===== src/design/u32_to_decimal_ascii_defines.svh =====
`ifndef U32_TO_DECIMAL_ASCII_DEFINES_SVH
`define U32_TO_DECIMAL_ASCII_DEFINES_SVH

// check a condition in the same cycle as its trigger
`define UDA_ASSERT_NOW(label, pre, post) \
   label: assert property (@(posedge clock) disable iff (reset) (pre) |-> (post)) \
      else $error("check failed in same cycle");

// check a condition in the cycle after its trigger
`define UDA_ASSERT_NEXT(label, pre, post) \
   label: assert property (@(posedge clock) disable iff (reset) (pre) |=> (post)) \
      else $error("check failed in next cycle");

`endif


===== src/design/ud_pkg.sv =====
`default_nettype none

package ud_pkg;

   localparam int VALUE_W    = 32;
   localparam int DIGIT_W    = 4;
   localparam int NUM_DIGITS = 10;
   localparam int BCD_W      = NUM_DIGITS * DIGIT_W;
   localparam int CHAR_W     = 6;
   localparam int BIT_CNT_W  = $clog2(VALUE_W);
   localparam int DIG_CNT_W  = $clog2(NUM_DIGITS);

   localparam logic [BIT_CNT_W-1:0] LAST_BIT   = BIT_CNT_W'(VALUE_W - 1);
   localparam logic [DIG_CNT_W-1:0] LAST_DIGIT = DIG_CNT_W'(NUM_DIGITS - 1);

   localparam logic [CHAR_W-1:0] DIGIT_BASE_CODE = 6'd48;
   localparam logic [CHAR_W-1:0] SPACE_CODE      = 6'd32;

   localparam logic [DIGIT_W-1:0] ADJUST_LIMIT = 4'd5;
   localparam logic [DIGIT_W-1:0] ADJUST_ADD   = 4'd3;

   typedef logic [BCD_W-1:0] bcd_type;

   typedef struct packed {
      logic    valid;
      bcd_type bcd;
   } bcd_xfer_type;

endpackage

`default_nettype wire


===== src/design/ud_dabble.sv =====
`default_nettype none

`include "u32_to_decimal_ascii_defines.svh"

module ud_dabble
   import ud_pkg::*;
(
   input  wire logic                clock,
   input  wire logic                reset,
   input  wire logic                load,
   input  wire logic [VALUE_W-1:0]  value,
   output bcd_xfer_type             xfer,
   output logic                     busy
);

   logic [VALUE_W-1:0]   bin_ff, bin_in;
   bcd_type              bcd_ff, bcd_in;
   bcd_type              bcd_adj;
   logic [BIT_CNT_W-1:0] cnt_ff, cnt_in;
   logic                 active_ff, active_in;
   logic                 done_ff, done_in;

   // add three to every digit of five or more before the shift
   always_comb begin
      for (int i = 0; i < NUM_DIGITS; i++) begin
         if (bcd_ff[i*DIGIT_W +: DIGIT_W] >= ADJUST_LIMIT) begin
            bcd_adj[i*DIGIT_W +: DIGIT_W] = bcd_ff[i*DIGIT_W +: DIGIT_W] + ADJUST_ADD;
         end else begin
            bcd_adj[i*DIGIT_W +: DIGIT_W] = bcd_ff[i*DIGIT_W +: DIGIT_W];
         end
      end
   end

   always_comb begin
      bin_in    = bin_ff;
      bcd_in    = bcd_ff;
      cnt_in    = cnt_ff;
      active_in = active_ff;
      done_in   = 1'b0;
      if (load) begin
         bin_in    = value;
         bcd_in    = '0;
         cnt_in    = '0;
         active_in = 1'b1;
      end else if (active_ff) begin
         bin_in = {bin_ff[VALUE_W-2:0], 1'b0};
         bcd_in = {bcd_adj[BCD_W-2:0], bin_ff[VALUE_W-1]};
         cnt_in = cnt_ff + 1'b1;
         if (cnt_ff == LAST_BIT) begin
            active_in = 1'b0;
            done_in   = 1'b1;
         end
      end
   end

   always_ff @(posedge clock) begin
      bin_ff <= bin_in;
      bcd_ff <= bcd_in;
      cnt_ff <= cnt_in;
      if (reset) begin
         active_ff <= 1'b0;
         done_ff   <= 1'b0;
      end else begin
         active_ff <= active_in;
         done_ff   <= done_in;
      end
   end

   assign xfer.valid = done_ff;
   assign xfer.bcd   = bcd_ff;
   assign busy       = active_ff | done_ff;

   `UDA_ASSERT_NEXT(a_load_starts, load, active_ff)
   `UDA_ASSERT_NEXT(a_last_bit_done, active_ff && !load && cnt_ff == LAST_BIT, done_ff)
   `UDA_ASSERT_NOW(a_done_idle, done_ff, !active_ff)

endmodule

`default_nettype wire


===== src/design/ud_emit.sv =====
`default_nettype none

`include "u32_to_decimal_ascii_defines.svh"

module ud_emit
   import ud_pkg::*;
(
   input  wire logic           clock,
   input  wire logic           reset,
   input  wire bcd_xfer_type   xfer,
   output logic                busy,
   output logic                rsp_strobe,
   output logic [CHAR_W-1:0]   rsp_character,
   output logic                rsp_last
);

   localparam logic [1:0] ST_IDLE   = 2'd0;
   localparam logic [1:0] ST_DIGITS = 2'd1;
   localparam logic [1:0] ST_SPACE  = 2'd2;

   logic [1:0]           state_ff, state_in;
   bcd_type              dig_ff, dig_in;
   logic [DIG_CNT_W-1:0] idx_ff, idx_in;
   logic                 seen_ff, seen_in;
   logic                 strobe_ff, strobe_in;
   logic [CHAR_W-1:0]    char_ff, char_in;
   logic                 last_ff, last_in;
   logic [DIGIT_W-1:0]   top_digit;

   assign top_digit = dig_ff[BCD_W-1 -: DIGIT_W];

   always_comb begin
      state_in  = state_ff;
      dig_in    = dig_ff;
      idx_in    = idx_ff;
      seen_in   = seen_ff;
      strobe_in = 1'b0;
      char_in   = char_ff;
      last_in   = 1'b0;
      unique case (state_ff)
         ST_IDLE: begin
            if (xfer.valid) begin
               dig_in   = xfer.bcd;
               idx_in   = '0;
               seen_in  = 1'b0;
               state_in = ST_DIGITS;
            end
         end
         ST_DIGITS: begin
            // drop leading zeros, but always print the units digit
            if (seen_ff || top_digit != '0 || idx_ff == LAST_DIGIT) begin
               strobe_in = 1'b1;
               char_in   = DIGIT_BASE_CODE + CHAR_W'(top_digit);
               seen_in   = 1'b1;
            end
            dig_in = {dig_ff[BCD_W-DIGIT_W-1:0], {DIGIT_W{1'b0}}};
            idx_in = idx_ff + 1'b1;
            if (idx_ff == LAST_DIGIT) begin
               state_in = ST_SPACE;
            end
         end
         ST_SPACE: begin
            strobe_in = 1'b1;
            char_in   = SPACE_CODE;
            last_in   = 1'b1;
            state_in  = ST_IDLE;
         end
         default: begin
            state_in = ST_IDLE;
         end
      endcase
   end

   always_ff @(posedge clock) begin
      dig_ff  <= dig_in;
      idx_ff  <= idx_in;
      seen_ff <= seen_in;
      char_ff <= char_in;
      if (reset) begin
         state_ff  <= ST_IDLE;
         strobe_ff <= 1'b0;
         last_ff   <= 1'b0;
      end else begin
         state_ff  <= state_in;
         strobe_ff <= strobe_in;
         last_ff   <= last_in;
      end
   end

   assign busy          = state_ff != ST_IDLE;
   assign rsp_strobe    = strobe_ff;
   assign rsp_character = char_ff;
   assign rsp_last      = last_ff;

   `UDA_ASSERT_NOW(a_last_is_space, last_ff, strobe_ff && char_ff == SPACE_CODE)
   `UDA_ASSERT_NEXT(a_space_ends, state_ff == ST_SPACE, strobe_ff && last_ff)
   `UDA_ASSERT_NOW(a_xfer_when_idle, xfer.valid, state_ff == ST_IDLE)

endmodule

`default_nettype wire


===== src/design/u32_to_decimal_ascii.sv =====
// Once start is taken, the bit-serial binary to BCD converter runs its 32 shift steps, hands
// the BCD digits to the emitter, which spends ten digit slots and then the space slot; each
// character leaves via an output register. No new value is taken until the emitter is idle.
// Each value yields 2 to 11 characters; the receiver cannot stall, busy guards the input.
// Reset is synchronous and active high; it clears the control state and drops any transaction.
`default_nettype none

module u32_to_decimal_ascii
   import ud_pkg::*;
(
   input  wire logic                clock,
   input  wire logic                reset,
   input  wire logic                start,
   output logic                     busy,
   input  wire logic [VALUE_W-1:0]  req_value,
   output logic                     rsp_strobe,
   output logic [CHAR_W-1:0]        rsp_character,
   output logic                     rsp_last
);

   bcd_xfer_type xfer;
   logic         conv_busy;
   logic         emit_busy;
   logic         load;

   assign load = start & ~busy;
   assign busy = conv_busy | emit_busy;

   ud_dabble u_dabble (
      .clock (clock),
      .reset (reset),
      .load  (load),
      .value (req_value),
      .xfer  (xfer),
      .busy  (conv_busy)
   );

   ud_emit u_emit (
      .clock         (clock),
      .reset         (reset),
      .xfer          (xfer),
      .busy          (emit_busy),
      .rsp_strobe    (rsp_strobe),
      .rsp_character (rsp_character),
      .rsp_last      (rsp_last)
   );

endmodule

`default_nettype wire


===== config.mk =====
export PLATFORM = sky130hd
export DESIGN_NAME = u32_to_decimal_ascii
export DESIGN_NICKNAME = d
export VERILOG_FILES = /design/src/design/ud_pkg.sv /design/src/design/ud_dabble.sv /design/src/design/ud_emit.sv /design/src/design/u32_to_decimal_ascii.sv
export VERILOG_INCLUDE_DIRS = /design/src /design/src/design
export SDC_FILE = /design/constraint.sdc
export NUM_CORES = 1
export LEC_CHECK = 0
export ABC_AREA = 1
export BUFFER_PORTS_ARGS = -buffer_cell sky130_fd_sc_hd__buf_2
export CAP_MARGIN = 20
export CORE_UTILIZATION = 60
export CTS_BUF_LIST = sky130_fd_sc_hd__clkbuf_8
export CTS_CLUSTER_DIAMETER = 80
export DETAILED_ROUTE_END_ITERATION = 6
export GPL_TIMING_DRIVEN = 0
export PLACE_DENSITY = 0.79
export REMOVE_ABC_BUFFERS = 1
export SLEW_MARGIN = 20
export SYNTH_ARGS = -nofsm -noshare
export SYNTH_HDL_FRONTEND = slang
export SYNTH_SLANG_ARGS = --single-unit

===== constraint.sdc =====
create_clock -name clock -period 4.6 [get_ports clock]
set_clock_uncertainty 0.2 [all_clocks]
set_input_delay 0.69 -clock clock [delete_from_list [all_inputs] [get_ports clock]]
set_output_delay 0.69 -clock clock [all_outputs]
set_load 0.03 [all_outputs]

==> out/metrics.csv, run 1 <==
metric,value,unit
row count,37,
Sum Neg Setup Slack,0,ns
relative slew slack,30.7,%
worst flop-to-flop path startpoint,u_dabble.active_ff,
Worst setup EP type,flop,
Worst-Skew Late Latency,0.44,ns
n_diodes,0,
GR Util All Layers,23.0,%
filler instances,821,
Worst-path clk slew,0.08,ns
endpoints failing setup,0,
startpoint type of the worst setup path,flop,
antenna-violating nets left,0,
drt pass-1 iters,5,
via count,4861,
Hold EP,u_dabble.active_ff,
I/O Buffers,42,
Synth Cell Area,0.00635,sq mm
FF-to-FF path depth,6,
total routed wirelength,11.9,mm
first-pass GRT wire length,20.1,mm
setup repair bufs after CTS,0,
Yosys Warn Count,0,
hold depth,2,
critical path class,flop to flop,
Max Buffers Root-to-Sink,2,
worst min path class,input port to flop,
post-route design area,0.00707,sq mm
largest net degree at the start of global routing,81,
die width,105,microns
sequential share of the synthesized area,54.9,%
pre-CTS setup slack,0.405,ns
area grow syn2layout,11.3,%
Pwr Total,3.06,mW
area of the multi-input gates,0.00239,sq mm
Layout Nets,847,
Achievable Freq,242,MHz
CP Data Arrival Time,4.13,ns
Syn Inst Count,751,
r2r setup slk,0.46,ns
# H-tree levels,4,
core area,0.0103,sq mm
Max Cap Viol,0,
Min-Delay Startpoint,reset,
I/O pins,44,
Syn Area/Cell,8.46,sq um
"Hold-fix buffers, CTS",0,
Sink Count,133,
total CTS buffers,17,
Leakage Power,3.11,nW
measured slew at the worst slew-check pin,1.04,ns
CTS tree,done,
DP HPWL,7.74,mm
setup ws final,0.461,ns
die height,105,microns
dpl cells,902,
mean routed wirelength per cell,12.7,microns
final hold violations,0,
initial antenna violation count,0,
worst vdd ir,0.349,mV
GR Overflow Total,0,
period utilisation layout,90.0,%
max-slew violations,0,
final worst path period need,4.14,ns
Final Hold Slack,0.281,ns
Placed Area,0.00664,sq mm
die area,0.0110,sq mm
CP Max Fanout,70,
outcome,completed,
proportion of layout cells with a drive suffix above 1,10.3,%
number of global-route vias before repair,4713,
post-CTS resize count,0,
Reg area,0.00349,sq mm
"FF+latch count, synth",133,
"non-filler cells, final",934,
Critical Path RT,4.59,ns
GP Congestion,0.785,
DRC Markers,0,
vias per inst,5.20,
r2r endpoint,u_dabble.bin_ff[26],
RSZ-0062 raised after global routing,no,
root buffer cell,clkbuf_8,
starting DRC count in detailed routing,233,
initial core utilization,61.8,%
Cell variety after synth,27,
final core utilization,68.8,%
Pwr Density,433,mW/mm^2
## layout make-up
type | count | share of cell area, %
flip-flops and latches | 133 | 49.3
multi-input cells | 504 | 33.9
inverters | 85 | 4.51
repair buffers | 44 | 3.75
clock buffers | 18 | 3.51
clock inverters | 14 | 2.60
well taps | 136 | 2.41
## worst max-delay path, cell delays in order (launching register included)
cell     delay, ns
dfxtp_4       0.81
nor2_4        0.10
nand3_4       0.48
inv_2         0.43
nor2_2        0.89
inv_1         0.60
buf_16        0.32
## metal layers
layer  vias up  part of all wire (%)  global-route usage, %
li1       2476                     -                      -
met4         0                   1.2                   10.4
met2        84                    53                   42.5
met5         -                     0                      0
met1      2288                    42                   25.8
met3        13                   3.2                   4.12
## report_power, final
group	internal [mW]	switching, mW	leakage, nW	total, mW
combinational	0.165	0.306	1.70	0.470
sequential	1.45	0.0922	1.20	1.54
clock	0.601	0.449	0.210	1.05
## how the worst max path moves through the flow
| stage | slack, ns | start | end | cells after the start |
|---|---|---|---|---|
| after floorplan | -0.57 | u_emit.state_ff[1] | u_emit.seen_ff | 6 |
| after global placement | -2.18 | u_emit.state_ff[1] | u_emit.seen_ff | 6 |
| after detailed placement | 0.41 | u_dabble.active_ff | u_dabble.bin_ff[20] | 6 |
| after CTS | 0.38 | u_dabble.active_ff | u_dabble.bin_ff[26] | 6 |
| after global routing | 0.15 | u_dabble.active_ff | u_dabble.bin_ff[26] | 6 |
| final | 0.46 | u_dabble.active_ff | u_dabble.bin_ff[26] | 6 |
## cells in the final DEF (no fill, tap or decap), drive strengths merged
cell type  netlist  final
o211ai           1      1
clkinvlp         0      4
clkinv           0      3
or2              1      1
nand2          278    278
conb             1      1
o21ai           80     80
ha              27     27
edfxtp          82     82
and3             1      1
nor3             2      2
buf             21     44
a211oi           1      1
nand3           44     44
inv             85     88
xnor2            1      1
dfxtp           51     51
xor2             4      4
nand4            2      2
clkbuf           8     18
nor2            46     46
bufinv           0      4
a21oi           15     15
## Yosys cell counts
master	n	share of area [%]
a211oi_1	1	0.12
a21oi_1	15	1.2
and3_1	1	0.099
buf_2	10	0.79
buf_4	5	0.59
buf_6	6	1.1
clkbuf_1	8	0.47
conb_1	1	0.059
dfxtp_1	51	16
edfxtp_1	82	39
ha_1	27	5.3
inv_1	84	5.0
inv_2	1	0.059
nand2_1	278	16
nand3_1	43	3.4
nand3_2	1	0.16
nand4_1	2	0.20
nor2_1	44	2.6
nor2_2	1	0.099
nor2_4	1	0.18
nor3_1	2	0.16
o211ai_1	1	0.12
o21ai_0	74	5.8
o21ai_1	6	0.47
or2_2	1	0.099
xnor2_1	1	0.14
xor2_1	4	0.55
## sequential cells by signal, summed over array words and instances (netlist names)
signal and count:
u_dabble.bcd_ff 40, u_emit.dig_ff 40, u_dabble.bin_ff 32, u_dabble.cnt_ff 5, u_emit.rsp_character 5, u_emit.idx_ff 4, u_emit.state_ff 2, u_dabble.active_ff 1
u_dabble.done_ff 1, u_emit.rsp_last 1, u_emit.rsp_strobe 1, u_emit.seen_ff 1
## cell families (layout without fill, tap and decap cells)
family,Yosys count,in the layout,synth area share [%]
compound gates,97,97,7.72
xor+xnor,5,5,0.690
fa+ha+maj,27,27,5.32
buf+inv,114,161,7.94
flops,133,133,54.9
other cells,1,1,0.0591
simple gates,374,374,23.4
No activity file was read; power rests on OpenSTA's default activity.
==> run 2, diff against run 1 <==
- ABC_CLOCK_PERIOD_IN_PS: unset -> 4600
- CELL_PAD_IN_SITES_DETAIL_PLACEMENT: unset -> 1
- CELL_PAD_IN_SITES_GLOBAL_PLACEMENT: unset -> 1
- CORE_UTILIZATION: 60 -> 48
- HOLD_SLACK_MARGIN: unset -> 0.06
- PLACE_DENSITY: 0.79 -> unset
- PLACE_DENSITY_LB_ADDON: unset -> 0.1
==> run 2 against run 1 <==
Effect of this change: final cell count increased by 3.7%; count of clock-buffer cells in the layout increased by 5; largest cell class unchanged; die area is 24% higher; clock power is 11% lower; flip-flop and latch count did not move; total power fell by 3.5%; first-iteration DRC count rose by 25%; core utilization down 14 points; non-clock buffer count is 1 lower; critical path type unchanged.
==> out/metrics.csv, run 2 (same netlist as run 1, synthesis figures left out) <==
metric,value,unit
Critical Path RT,4.48,ns
period utilisation layout,78.7,%
GP Congestion,0.751,
final hold violations,0,
final core utilization,55.1,%
Layout Nets,846,
drt pass-1 iters,4,
GR Overflow Total,0,
worst min path class,input port to flop,
vias per inst,5.06,
crit-path cells,"nor2_4, nand3_4, inv_2, nor2_4, inv_2",
critical path's largest stage delay,0.87,ns
P_int,2.11,mW
filler instances,1560,
post-CTS resize count,0,
logic gate share of total power,16.1,%
first-pass GRT wire length,22.5,mm
Placed Area,0.00666,sq mm
die area,0.0137,sq mm
Worst setup EP type,flop,
setup repair bufs after CTS,0,
row count,41,
"non-filler cells, final",969,
outcome,completed,
largest net degree at the start of global routing,81,
DRC Markers,0,
core area,0.0128,sq mm
DP HPWL,9.01,mm
die width,117,microns
CP Data Arrival Time,3.50,ns
# H-tree levels,4,
Max Buffers Root-to-Sink,2,
proportion of layout cells with a drive suffix above 1,9.91,%
total CTS buffers,17,
RSZ-0062 raised after global routing,no,
die height,117,microns
"commonest non-fill, non-tap cell in the layout",nand2_1,
switching share of power,28.5,%
root buffer cell,clkbuf_8,
measured slew at the worst slew-check pin,0.776,ns
number of global-route vias before repair,4936,
Final Hold Slack,0.273,ns
Worst-path clk slew,0.08,ns
Achievable Freq,276,MHz
Worst-Skew Late Latency,0.44,ns
final worst path period need,3.62,ns
part of the power in registers,52.3,%
I/O pins,44,
starting DRC count in detailed routing,292,
initial core utilization,49.7,%
most frequent cells in the layout,"278 x nand2_1, 88 x inv_1, 82 x edfxtp_1, 74 x o21ai_0, 50 x dfxtp_1",
area grow syn2layout,10.8,%
total routed wirelength,13.7,mm
CP top delay family,simple AND/OR/NAND/NOR gates,
GR Util All Layers,21.6,%
startpoint type of the worst setup path,flop,
"Hold-fix buffers, CTS",0,
clock share of power,31.6,%
Pwr Density,419,mW/mm^2
post-route design area,0.00704,sq mm
mean routed wirelength per cell,14.2,microns
I/O Buffers,42,
Max Cap Viol,0,
biggest regs,"u_dabble.bcd_ff: 40 flops, u_emit.dig_ff: 40 flops, u_dabble.bin_ff: 32 flops",
max-slew violations,0,
worst vdd ir,0.218,mV
CTS tree,done,
critical path class,flop to flop,
Leakage Power,3.11,nW
area of the multi-input gates,0.00240,sq mm
CP max-delay cell,dfxtp_4,
Reg area,0.00349,sq mm
via count,4905,
n_diodes,0,
dpl cells,937,
Sink Count,133,
CP Max Fanout,70,
initial antenna violation count,0,
endpoints failing setup,0,
antenna-violating nets left,0,
Pwr Total,2.95,mW
relative slew slack,48.2,%
crit path buf inv count,2,
Switch Pwr,0.842,mW
-- run 2: cell count changes in the layout (fill, tap and decap cells not counted), moves of 2 or more --
cell | previous run | this run
bufinv_16 | 4 | 1
clkbuf_8 | 18 | 23
inv_4 | 2 | 0
clkinv_2 | 1 | 3
clkinvlp_4 | 4 | 0
inv_1 | 85 | 88
-- run 2: path summary, 6_finish.rpt --
path / startpoint / slack (ns) / to / depth (start not counted)
setup / recovery: u_dabble.active_ff / 0.98 / u_dabble.bin_ff[15] / 5
hold / removal: reset / 0.27 / u_emit.state_ff[0] / 2
setup reg to reg: u_dabble.active_ff / 0.98 / u_dabble.bin_ff[15] / 5
hold reg to reg: u_dabble.bcd_ff[39] / 0.29 / u_dabble.bcd_ff[39] / 2
-- run 2: metrics by stage --
step | TNS [ns] | setup WS [ns]
after floorplan | -13.55 | -0.565
after global placement | -149.03 | -2.33
after detailed placement | 0 | 0.890
after CTS | 0 | 0.904
after global routing | 0 | 0.673
final | 0 | 0.981
-- run 2: routing by layer --
metal  up-vias  wire length [microns]  global-route usage, %
li1       2470                      -                      -
met1      2344                   6100                   25.2
met2        61                   7040                   38.8
met3        30                    312                   4.74
met4         0                    279                   8.27
met5         -                      0                      0
-- run 2: layout make-up --
type                            count  share of cell area, %
Clock buffer                       23                   4.50
Multi-Input combinational cell    504                   34.1
Tap cell                          172                   3.06
Sequential cell                   133                   49.5
Inverter                           85                   4.53
Timing Repair Buffer               43                   3.38
Clock inverter                      9                  0.907
-- run 2: power by group through the flow --
stage / combinational [mW] / sequential [mW] / clock, mW
CTS: 0.484 / 1.55 / 0.955
floorplan: 0.334 / 1.55 / 0
global route: 0.548 / 1.56 / 0.993
finish: 0.475 / 1.54 / 0.932
detailed placement: 0.478 / 1.57 / 0
global placement: 0.438 / 1.56 / 0
==> run 3, diff against run 2 <==
- ABC_AREA: 1 -> 0
- ABC_CLOCK_PERIOD_IN_PS: 4600 -> 3100
- CORE_UTILIZATION: 48 -> 45
- clock period: 4.6 -> 3.1 ns (I/O delays scaled with it)
==> run 3 against run 2 <==
Effect of this change: area after synthesis is 2.0% lower; critical path type unchanged; maximum frequency grew 38%; via count shrank 11%; highest routed layer unchanged.
==> out/metrics.csv, run 3 <==
metric,value,unit
most frequent cell after synthesis,nand2_1,
largest net degree at the start of global routing,65,
Pwr Density,578,mW/mm^2
relative slew slack,53.2,%
mean routed wirelength per cell,15.1,microns
startpoint type of the worst setup path,flop,
Achievable Freq,382,MHz
Min-Delay Startpoint,req_value[15],
Synth top cells by count,"156 x nand2_1, 82 x edfxtp_1, 51 x dfxtp_1",
n_diodes,0,
worst vdd ir,0.267,mV
initial antenna violation count,0,
dpl cells,790,
Post-synth EDFFs,82,
setup repair bufs after CTS,0,
GR Util All Layers,19.3,%
Max Cap Viol,0,
CP Data Arrival Time,2.56,ns
post-route design area,0.00732,sq mm
outcome,completed,
crit-path cells,"inv_1, ha_4, inv_1, o21ai_4, buf_16, buf_16",
Sum Neg Setup Slack,0,ns
Sink Count,133,
final hold violations,0,
RSZ-0062 raised after global routing,no,
pre-CTS setup slack,0.483,ns
Final Hold Slack,0.0897,ns
endpoints failing setup,0,
Yosys Warn Count,0,
CTS tree,done,
"commonest non-fill, non-tap cell in the layout",nand2_1,
Layout Nets,719,
worst min path class,input port to flop,
die width,120,microns
GP Congestion,0.766,
vias per inst,5.14,
critical path's largest stage delay,0.59,ns
sequential share of the synthesized area,56.0,%
antenna-violating nets left,0,
biggest regs,"u_dabble.bcd_ff: 40 flops, u_emit.dig_ff: 40 flops, u_dabble.bin_ff: 32 flops",
Cell variety after synth,35,
"FF+latch count, synth",133,
root buffer cell,clkbuf_8,
Worst-path clk slew,0.08,ns
drt pass-1 iters,5,
proportion of layout cells with a drive suffix above 1,16.4,%
area grow syn2layout,17.6,%
core area,0.0133,sq mm
first-pass GRT wire length,21.5,mm
r2r endpoint,u_emit.dig_ff[15],
I/O Buffers,42,
Critical Path RT,3.05,ns
max-slew violations,0,
top_reg_cell synth,edfxtp_1,
Worst-Skew Late Latency,0.45,ns
row count,42,
via count,4345,
total routed wirelength,12.8,mm
worst flop-to-flop path startpoint,u_emit.state_ff[1],
I/O pins,44,
initial core utilization,46.6,%
Pwr Total,4.23,mW
starting DRC count in detailed routing,230,
Leakage Power,2.92,nW
Synth async-reset ratio,0,%
top cell type's share of synthesized area,39.6,%
crit path buf inv count,4,
Worst setup EP type,flop,
GR Overflow Total,0,
Hold EP,u_dabble.bin_ff[15],
measured slew at the worst slew-check pin,0.701,ns
Syn Area/Cell,10.4,sq um
Syn Inst Count,596,
total CTS buffers,17,
CP top delay family,buffers and inverters,
Placed Area,0.00664,sq mm
Synth Cell Area,0.00622,sq mm
post-CTS resize count,0,
final worst path period need,2.62,ns
DRC Markers,0,
final core utilization,54.8,%
CP max-delay cell,ha_4,
die area,0.0143,sq mm
FF-to-FF path depth,6,
Max Buffers Root-to-Sink,2,
period utilisation layout,84.4,%
die height,120,microns
setup ws final,0.484,ns
"non-filler cells, final",846,
most frequent cells in the layout,"155 x nand2_1, 82 x edfxtp_1, 50 x dfxtp_1, 47 x o21ai_0, 42 x buf_2",
# H-tree levels,4,
r2r setup slk,0.48,ns
hold depth,3,
synth top area cells,"edfxtp_1 40%, dfxtp_1 16%, nand2_1 9.4%",
Synth area leader,edfxtp_1,
"Hold-fix buffers, CTS",24,
number of global-route vias before repair,4535,
CP Max Fanout,64,
DP HPWL,7.97,mm
critical path class,flop to flop,
## run 3: cell types whose count changed after synthesis, moves of 25 or more
cell / change
nand2_1: -122
inv_1: -58
o21ai_0: -26
mux2_2: +25
nand3_1: -32
## run 3: worst max-delay path by stage
| stage | to | slack, ns | depth (start not counted) | startpoint |
|---|---|---|---|---|
| after floorplan | u_emit.seen_ff | -2.96 | 5 | u_emit.state_ff[1] |
| after global placement | u_emit.seen_ff | -5.27 | 5 | u_emit.state_ff[1] |
| after CTS | u_emit.dig_ff[16] | 0.46 | 6 | u_emit.state_ff[1] |
| final | u_emit.dig_ff[15] | 0.48 | 6 | u_emit.state_ff[1] |
| after global routing | u_emit.dig_ff[16] | 0.31 | 6 | u_emit.state_ff[1] |
| after detailed placement | u_emit.dig_ff[2] | 0.48 | 6 | u_emit.state_ff[1] |
## run 3: power by group
group | internal (mW) | switching (mW)
clock | 0.961 | 0.657
sequential | 2.02 | 0.0970
combinational | 0.226 | 0.267
## run 3: final cells by class
cell class | count | area (sq um)
Clock buffer | 18 | 248
Multi-Input combinational cell | 408 | 2510
Fill cell | 1479 | 6030
Clock inverter | 14 | 191
Timing Repair Buffer | 71 | 566
Inverter | 26 | 97.6
Tap cell | 176 | 220
Sequential cell | 133 | 3490
## run 3: kinds of logic after synthesis
logic type	Yosys count	synth area share, %
AOI/OAI and AO/OA	86	7.68
xor gates and xnor gates	14	1.97
adders and majority gates	27	5.43
buffers and inverters	55	4.20
DFF	133	56.0
muxes	51	8.77
other	1	0.0603
and+or+nand+nor	229	15.9
## run 3: worst reg2reg max path, delay by kind of cell, from the launching register on
family	cells	cell delay [ns]
AOI/OAI and AO/OA	1	0.34
adders and majority gates	1	0.59
buffers and inverters	4	0.85
DFF	1	0.33
## run 3: routing by layer
layer,global-route usage [%],share of wire [%]
met4,7.58,1.2
met2,33.3,51
met1,23.1,45
met5,0,0
met3,4.66,2.5
